$ cat config.mk
export PLATFORM = sky130hd
export DESIGN_NAME = xtea_stage
export DESIGN_NICKNAME = d
export VERILOG_FILES = /design/src/rtl/xtea_pkg.sv /design/src/rtl/xtea_stage.sv
export SDC_FILE = /design/constraint.sdc
export NUM_CORES = 1
export LEC_CHECK = 0
export BUFFER_PORTS_ARGS = -buffer_cell sky130_fd_sc_hd__buf_4
export CAP_MARGIN = 10
export CORE_MARGIN = 3
export CORE_UTILIZATION = 45
export CTS_CLUSTER_DIAMETER = 60
export DETAILED_ROUTE_END_ITERATION = 8
export PLACE_DENSITY = 0.7
export SLEW_MARGIN = 20
export SYNTH_ARGS = -nofsm -noshare
export SYNTH_HDL_FRONTEND = slang
export SYNTH_SLANG_ARGS = --single-unit
$ cat constraint.sdc
create_clock -name i_clk -period 10.6 [get_ports i_clk]
set_clock_uncertainty 0.2 [all_clocks]
set_input_delay 0.53 -clock i_clk [delete_from_list [all_inputs] [get_ports i_clk]]
set_output_delay 0.53 -clock i_clk [all_outputs]
set_load 0.01 [all_outputs]
$ cat src/rtl/xtea_pkg.sv
// ----------------------------------------------------------------------------
// XTEA package
// Shared constants, beat type and helper functions for the XTEA pipeline.
// ----------------------------------------------------------------------------
`default_nettype none

package xtea_pkg;

    // Number of full Feistel cycles per block.
    localparam int ROUNDS = 32;
    // Each pipeline stage performs one half of a Feistel cycle.
    localparam int STAGES = 2 * ROUNDS;
    // Cycles from an accepted start to the result strobe.
    localparam int LATENCY = STAGES;

    localparam int WORD_W    = 32;
    localparam int KEY_WORDS = 4;
    localparam int CFG_IDX_W = 2;
    localparam int KEY_SHIFT = 11;

    // Golden-ratio delta; the step is added as the negation of NEG_DELTA.
    localparam logic [WORD_W-1:0] NEG_DELTA = 32'h61C88647;
    localparam logic [WORD_W-1:0] DELTA     = 32'h9E3779B9;

    // Action codes.
    localparam logic ACT_ENCRYPT = 1'b0;
    localparam logic ACT_DECRYPT = 1'b1;

    // Half-cycle phase codes.
    localparam logic PHASE_A = 1'b0;
    localparam logic PHASE_B = 1'b1;

    typedef logic [KEY_WORDS-1:0][WORD_W-1:0] t_key;

    // One block traveling down the pipeline.
    typedef struct packed {
        logic              valid;
        logic              action;
        logic [WORD_W-1:0] v0;
        logic [WORD_W-1:0] v1;
    } t_beat;

    // Round sum after n delta steps, worked out at elaboration.
    function automatic logic [WORD_W-1:0] round_sum(input int unsigned n);
        logic [63:0] prod;
        prod = 64'(n) * 64'(DELTA);
        return prod[WORD_W-1:0];
    endfunction

    // The XTEA shift-xor-add mixing function.
    function automatic logic [WORD_W-1:0] mix(input logic [WORD_W-1:0] v);
        return ((v << 4) ^ (v >> 5)) + v;
    endfunction

endpackage

`default_nettype wire

$ cat src/rtl/xtea_stage.sv
// ----------------------------------------------------------------------------
// XTEA half-cycle stage
// Updates one word of the block by one Feistel half cycle and registers it.
// ----------------------------------------------------------------------------
`default_nettype none

module xtea_stage (
    input  wire logic                         i_clk,
    input  wire logic                         i_rst_n,
    input  wire logic                         i_phase,
    input  wire logic [xtea_pkg::WORD_W-1:0]  i_sum_enc,
    input  wire logic [xtea_pkg::WORD_W-1:0]  i_sum_dec,
    input  wire xtea_pkg::t_key               i_key,
    input  wire xtea_pkg::t_beat              i_beat,
    output xtea_pkg::t_beat                   o_beat
);
    import xtea_pkg::*;

    logic                 use_low;
    logic [WORD_W-1:0]    sum;
    logic [1:0]           key_idx;
    logic [WORD_W-1:0]    src;
    logic [WORD_W-1:0]    dst;
    logic [WORD_W-1:0]    f;
    logic [WORD_W-1:0]    n_dst;
    t_beat                r_beat;
    t_beat                n_beat;

    // Encryption updates v0 in phase A, decryption updates v1 in phase A;
    // the low key select goes with the v0 update in both directions.
    always_comb begin
        use_low = (i_beat.action == i_phase);
        sum     = (i_beat.action == ACT_DECRYPT) ? i_sum_dec : i_sum_enc;
        key_idx = use_low ? sum[1:0] : sum[KEY_SHIFT+1:KEY_SHIFT];
        src     = use_low ? i_beat.v1 : i_beat.v0;
        dst     = use_low ? i_beat.v0 : i_beat.v1;
        f       = mix(src) ^ (sum + i_key[key_idx]);
        n_dst   = (i_beat.action == ACT_DECRYPT) ? (dst - f) : (dst + f);
    end

    // Assemble the next beat with the updated word in place.
    always_comb begin
        n_beat        = i_beat;
        n_beat.valid  = i_beat.valid;
        if (use_low) begin
            n_beat.v0 = n_dst;
        end else begin
            n_beat.v1 = n_dst;
        end
    end

    // Stage register; only the valid bit needs reset.
    always_ff @(posedge i_clk) begin
        if (!i_rst_n) begin
            r_beat.valid <= 1'b0;
        end else begin
            r_beat.valid <= n_beat.valid;
        end
        r_beat.action <= n_beat.action;
        r_beat.v0     <= n_beat.v0;
        r_beat.v1     <= n_beat.v1;
    end

    assign o_beat = r_beat;

endmodule

`default_nettype wire

# After elaboration in Yosys (flattened, before gate mapping)
# Cells that the tools add are included.
op_classes:
  magnitude_cmp: 1
  eq_ne: 1
  addsub: 4
  n_bitwise: 2
  mux: 9
op_table:
  columns: ["cell", "n"]
  rows:
  - ["two-way mux 32 bit", 7]
  - ["adder 32 bit", 3]
  - ["binary-select mux 32 bit (select 2 bit)", 1]
  - ["subtractor 32 bit", 1]
  - ["bitwise XOR 32 x 27 -> 32 bit", 1]
  - ["bitwise XOR 32 bit", 1]
  - ["< comparator 2 x 3 -> 1 bit, second input constant", 1]
  - ["two-way mux 2 bit", 1]
  - ["equality test 1 bit", 1]
totals:
  ff_bits: 66
  wordCells: 21
  in_bits: 261
  output_inout_bits: 66

# Logic depth before layout (Yosys ltp)
# Gate-level depths: netlist of the first run.
logic_depth:
  depth_word: 9
  depth_mapped: 34
  depth_no_buf: 30

# Worst setup path before layout of the first run
# No wires, ideal clock.
synth_path:
  path_type: "in2reg"
  startpoint: "in i_beat[64] in the netlist's numbering"
  endpoint: "reg r_beat, in the netlist o_beat[63]"
  cell_stages: 29
  required_time_ns: 10.271
  t_arrival_ns: 7.695
  setup_ns: 0.129
  path_slack_ns: 2.576
  n_path_buf: 3
  cell_sequence: "buf_2 > mux2_2 > mux2i_1 > clkbuf_1 > mux4_2 > ha_1 > nor2b_1 > o211ai_1 > o2bb2ai_1 > o21a_1 > xnor3_1 > nand4bb_1 > nor4_2 > and4_1 > nor3b_2 > a21oi_1 > xnor2_1 > ha_1 > clkbuf_1 > a21o_1 > a2111oi_0 > a21oi_1 > a32o_1 > o2111a_1 > nor3_1 > xnor2_1 > a31o_2 > a21oi_2 > o31ai_2"
synth_lines:
  columns: ["item", "line", "text"]
  rows:
  - ["start: declaration", "xtea_stage.sv:14", "input wire xtea_pkg::t_beat i_beat,"]
  - ["end: declaration", "xtea_stage.sv:26", "t_beat r_beat;"]

==> results_dict.tcl, run 1 <==
set metrics [dict create \
    run_status "complete, no violations" \
    grt_setup_unrepaired "no" \
    synth_edf_count 0 \
    core_area_um2 21290 \
    avgSynthCellArea_um2 7.704 \
    ioPinCount 327 \
    hold_viol_final 0 \
    gp_congestion 0.9243 \
    period_share_pct 81.84 \
    final_cell_mix "buf_4, nand2_1, xnor2_1" \
    min_period_ns 8.675 \
    crit_path_max_fanout 99 \
    final_common_cell "buf_4" \
    die_h_um 154.0 \
    die_w_um 154.0 \
    syn_inst 1279 \
    cts_max_level 3 \
    powerDensity_nw_per_um2 303.1 \
    ant_nets 0 \
    crit_cells 30 \
    grt_pass1_vias 10000 \
    nets 1932 \
    grt_max_degree 100 \
    drc 0 \
    synthArstFlopShare_pct 0 \
    routed_wl_um 32200 \
    largest_register_ffs 66 \
    ys_types 80 \
    grt_usage_pct 25.49 \
    maxSlewViolCount 0 \
    overflow 0 \
    antenna_cells 0 \
    critPathRequiredTime_ns 10.62 \
    relSlewSlack_pct 42.20 \
    hold_path_class "in2reg" \
    antenna_found_initial 0 \
    cts.sinks 66 \
    whs_ns 0.1965 \
    cts_setup_buffers 0 \
    max_stage_delay_ns 0.72 \
    io_buffers 326 \
    crit_buf_inv 3 \
    cts-resized-gates 0 \
    cts.clk_slew.worst_paths_ns 0.06 \
    critical-path-top-delay-family "compound AO/OA/AOI/OAI gates" \
    cts_max_path_buffers 2 \
    tightest_slew_ns 0.8671 \
    first_pass_iters 5 \
    crit_path_end_kind "register" \
    numCtsBuffers 9 \
    synth-seq-area-share_pct 13.41 \
    vias 10500 \
    place_inst 1836 \
    fillers 1967 \
    std_cell_rows 53 \
    cts_tree "done" \
    crit_type "in2reg" \
    ys_warn_count 0 \
    wire_per_inst_um 17.39 \
    maxCapViolCount 0 \
    synth_flop_cell "dfxtp_1" \
    cts-hold-fix-buffers 0 \
    setup-tns-final_ns 0 \
    instances_no_fill 1852 \
    clock-root-buffer "clkbuf_16" \
    drtIter0Drc 564 \
    die_area_um2 23710 \
    synth_seq_cells 66 \
    start_kind "input pin" \
    synth_nets 1639 \
    fmax_mhz 115.3 \
    layout-drive-gt1-share_pct 27.77 \
    viasPerCell 5.670 \
    start_util_pct 46.29 \
    grt_pass1_wl_um 50020 \
    netlist_area_um2 9853 \
    area_growth_pct 30.40 \
    power.leakage_nw 5.966 \
    cp.arrival_ns 8.70 \
    dp_hpwl_um 27560 \
    dp_slack_ns 1.746 \
    slowest_stage "buf_4" \
    ir_drop_mv 0.1132 \
    hold_path_depth 2 \
    finalSetupViolations 0 \
    fin_ws_ns 1.925 \
]
-- worst paths after layout --
kind | endpoint | startpoint | slack, ns
max | o_beat[31] | i_beat[64] | 1.92
min | o_beat[65] | i_beat[65] | 0.20
-- metrics by stage --
step	total power [mW]	util, %	cell area [µm²]
after CTS	3.867	60.36	12850
after floorplan	2.714	-	9853
after global routing	4.237	60.36	12850
after detailed placement	3.542	58.89	12540
after global placement	3.517	58.89	12540
final	3.895	60.36	12850
-- cell type report --
class                   count  area (µm²)  share of cell area [%]
clock buffers              11       252.7                   1.967
repair buffers            333        2500                   19.46
multi-input cells        1128        8243                   64.15
clock inverters             5       60.06                  0.4674
inverters                  34       127.6                  0.9933
well taps                 275       344.1                   2.678
flip-flops and latches     66        1321                   10.28
-- synth_stat cells, drive strengths merged, types with 7 or more instances --
cell | count | area share, %
nand2 | 241 | 9.2
xnor2 | 112 | 10
o21ai | 109 | 5.5
ha | 96 | 12
a21oi | 86 | 4.4
dfxtp | 66 | 13
nor2 | 63 | 2.4
xor2 | 49 | 4.4
clkbuf | 36 | 1.4
inv | 34 | 1.3
mux2 | 32 | 3.7
mux4 | 31 | 7.1
a21o | 30 | 2.3
nor3 | 20 | 1.0
a31oi | 19 | 1.2
o21a | 19 | 1.4
a211oi | 17 | 1.3
and2 | 17 | 1.1
buf | 15 | 0.79
nand3 | 14 | 0.71
nand4 | 14 | 0.89
nor2b | 13 | 0.83
o211ai | 12 | 0.91
nand2b | 11 | 0.70
and3 | 8 | 0.52
mux2i | 8 | 0.81
o31ai | 8 | 0.80
o31a | 7 | 0.66
-- report_power, final --
part / switching (mW) / internal [mW]
clock network: 0.113 / 0.196
registers: 0.0359 / 0.393
logic: 1.79 / 1.37
-- routing by layer --
layer / wire length (µm) / global-route usage [%]
met5: 0 / 0
met4: 385 / 4.794
met3: 2270 / 3.209
met2: 14940 / 42.03
met1: 14610 / 36.08
-- cells by family (layout without fill, tap and decap cells) --
logic type	count (synthesis)	after routing	share of synthesized area (%)
xor gates and xnor gates	165	165	15.24
AOI/OAI and AO/OA	364	364	23.89
and+or+nand+nor	429	429	19.66
DFF	66	66	13.41
muxes	71	71	11.56
adders and majority gates	99	99	12.80
buffers and inverters	85	383	3.454
Power figures use the tool's default switching activity.
==> run 2, diff against run 1 <==
clock period = 8.05 ns   (was 10.6 ns; I/O delays follow)
==> run 2 against run 1 <==
  * Critical path depth did not move
  * Final area is 1.1% higher
  * Sequential power is 31% higher
  * Sequential share of layout area is 0.12 points lower
  * Cell count increased by 0.76%
  * Global-route usage is essentially flat
  * Total power is 32% higher
  * Die area unchanged
  * Critical endpoint unchanged
  * Highest routed layer unchanged
==> results_dict.tcl, run 2 (synthesized netlist as in run 1, its figures left out) <==
set metrics [dict create \
    run_status "complete, no violations" \
    combPwrFrac_pct 81.4 \
    dr_wl_met3_um 2156 \
    switching_share_pct 49.86 \
    met2_length_um 14900 \
    antenna_found_initial 0 \
    cts.clk_slew.worst_paths_ns 0.06 \
    p_seq_share_pct 11.0 \
    cts_max_level 3 \
    drtIter0Drc 622 \
    period_share_pct 95.00 \
    fillers 1973 \
    core_area_um2 21290 \
    grt_pass1_wl_um 49940 \
    cts_max_path_buffers 2 \
    nets 1946 \
    min_period_ns 7.647 \
    finalSetupViolations 0 \
    p_clk_share_pct 7.6 \
    antenna_cells 0 \
    fmax_mhz 130.8 \
    routed.top_layer "met4" \
    final_core_util_pct 61.05 \
    grt_usage_pct 25.54 \
    crit_cells 30 \
    max_stage_delay_ns 0.47 \
    gp_congestion 0.9539 \
    die_area_um2 23710 \
    ant_nets 0 \
    clock-root-buffer "clkbuf_16" \
    instances_no_fill 1866 \
    area_growth_pct 31.90 \
    slowest_stage "fa_1" \
    layout-drive-gt1-share_pct 28.54 \
    io_buffers 326 \
    ir_drop_mv 0.1663 \
    final_common_cell "buf_4" \
    post_dp_cell_area_um2 12640 \
    met1_length_um 14500 \
    first_pass_iters 5 \
    setup-tns-final_ns 0 \
    final_cell_mix "buf_4, nand2_1, xnor2_1" \
    min_from "i_beat[65]" \
    fin_area_um2 13000 \
    cts_tree "done" \
    hold_path_class "in2reg" \
    routed_wl_um 31890 \
    maxSlewViolCount 0 \
    power.leakage_nw 6.050 \
    largest_register_ffs 66 \
    relSlewSlack_pct 55.05 \
    crit_buf_inv 3 \
    start_util_pct 46.29 \
    drc 0 \
    std_cell_rows 53 \
    cp.arrival_ns 7.67 \
    ioPinCount 327 \
    start_kind "input pin" \
    fin_ws_ns 0.4027 \
    wire_per_inst_um 17.09 \
    netSwitchingPower_mw 2.567 \
    p_int_mw 2.581 \
    tightest_slew_ns 0.6649 \
    crit_path_end_kind "register" \
    place_inst 1848 \
    hold_end "o_beat[65]" \
    crit_path_max_fanout 17 \
    hold_viol_final 0 \
    hold_path_depth 2 \
    die_h_um 154.0 \
    grt_pass1_vias 9833 \
    grt_setup_unrepaired "no" \
    cts.sinks 66 \
    maxCapViolCount 0 \
    viasPerCell 5.628 \
    critical-path-top-delay-family "compound AO/OA/AOI/OAI gates" \
    dp_slack_ns 0.1147 \
    vias 10500 \
    powerDensity_nw_per_um2 396.2 \
    numCtsBuffers 9 \
    die_w_um 154.0 \
    critPathRequiredTime_ns 8.07 \
    crit_type "in2reg" \
    overflow 0 \
    grt_max_degree 54 \
    dp_hpwl_um 27600 \
]
-- run 2: changes by cell type in the layout (fill, tap and decap cells not counted) --
cell,before,now
buf_8,0,1
o31ai_2,1,2
o31ai_1,6,5
buf_4,333,341
clkinv_2,1,2
clkbuf_8,2,0
a221oi_2,1,2
clkinvlp_4,1,0
buf_6,0,3
clkinv_4,0,2
a221oi_1,2,1
buf_12,0,2
-- run 2: final cells by class --
class                   count  area [µm²]  share of cell area (%)
clock inverters             7       75.07                  0.5776
inverters                  34       127.6                  0.9820
well taps                 275       344.1                   2.648
multi-input cells        1128        8254                   63.51
repair buffers            347        2649                   20.38
flip-flops and latches     66        1321                   10.17
clock buffers               9       225.2                   1.733
-- run 2: routing by layer --
layer / GRT usage (%) / vias to the layer above
li1: - / 5278
met1: 36.64 / 4809
met2: 41.91 / 394
met3: 2.955 / 21
met4: 4.373 / 0
met5: 0 / -
-- run 2: how the worst max path moves through the flow --
| stage | end | start |
|---|---|---|
| after floorplan | o_beat[63] | i_beat[64] |
| final | o_beat[31] | i_beat[64] |
| after global placement | o_beat[63] | i_beat[64] |
| after detailed placement | o_beat[31] | i_beat[64] |
| after CTS | o_beat[31] | i_beat[64] |
| after global routing | o_beat[31] | i_beat[64] |
-- run 2: through the flow --
stage,power [mW],hold slack [ns]
2_1_floorplan,3.573,0.2302
3_3_place_gp,4.633,0.4102
3_5_place_dp,4.678,0.4110
4_1_cts,5.094,0.06467
5_1_grt,5.605,0.07833
6_report,5.149,0.07215
-- run 2: what timing repair did --
| item | CTS | global route |
|---|---|---|
| buffers inserted | 0 | 2 |
| endpoints found under the setup margin | 0 | 4 |
| gates resized for setup | 0 | 7 |
| hold buffers | 0 | 0 |
-- run 2: power by group through the flow --
stage | clock network (mW) | logic (mW) | registers (mW)
2_1_floorplan | 0 | 2.92 | 0.654
3_3_place_gp | 0 | 4.06 | 0.570
3_5_place_dp | 0 | 4.11 | 0.573
4_1_cts | 0.402 | 4.13 | 0.566
5_1_grt | 0.419 | 4.60 | 0.582
6_report | 0.393 | 4.19 | 0.564
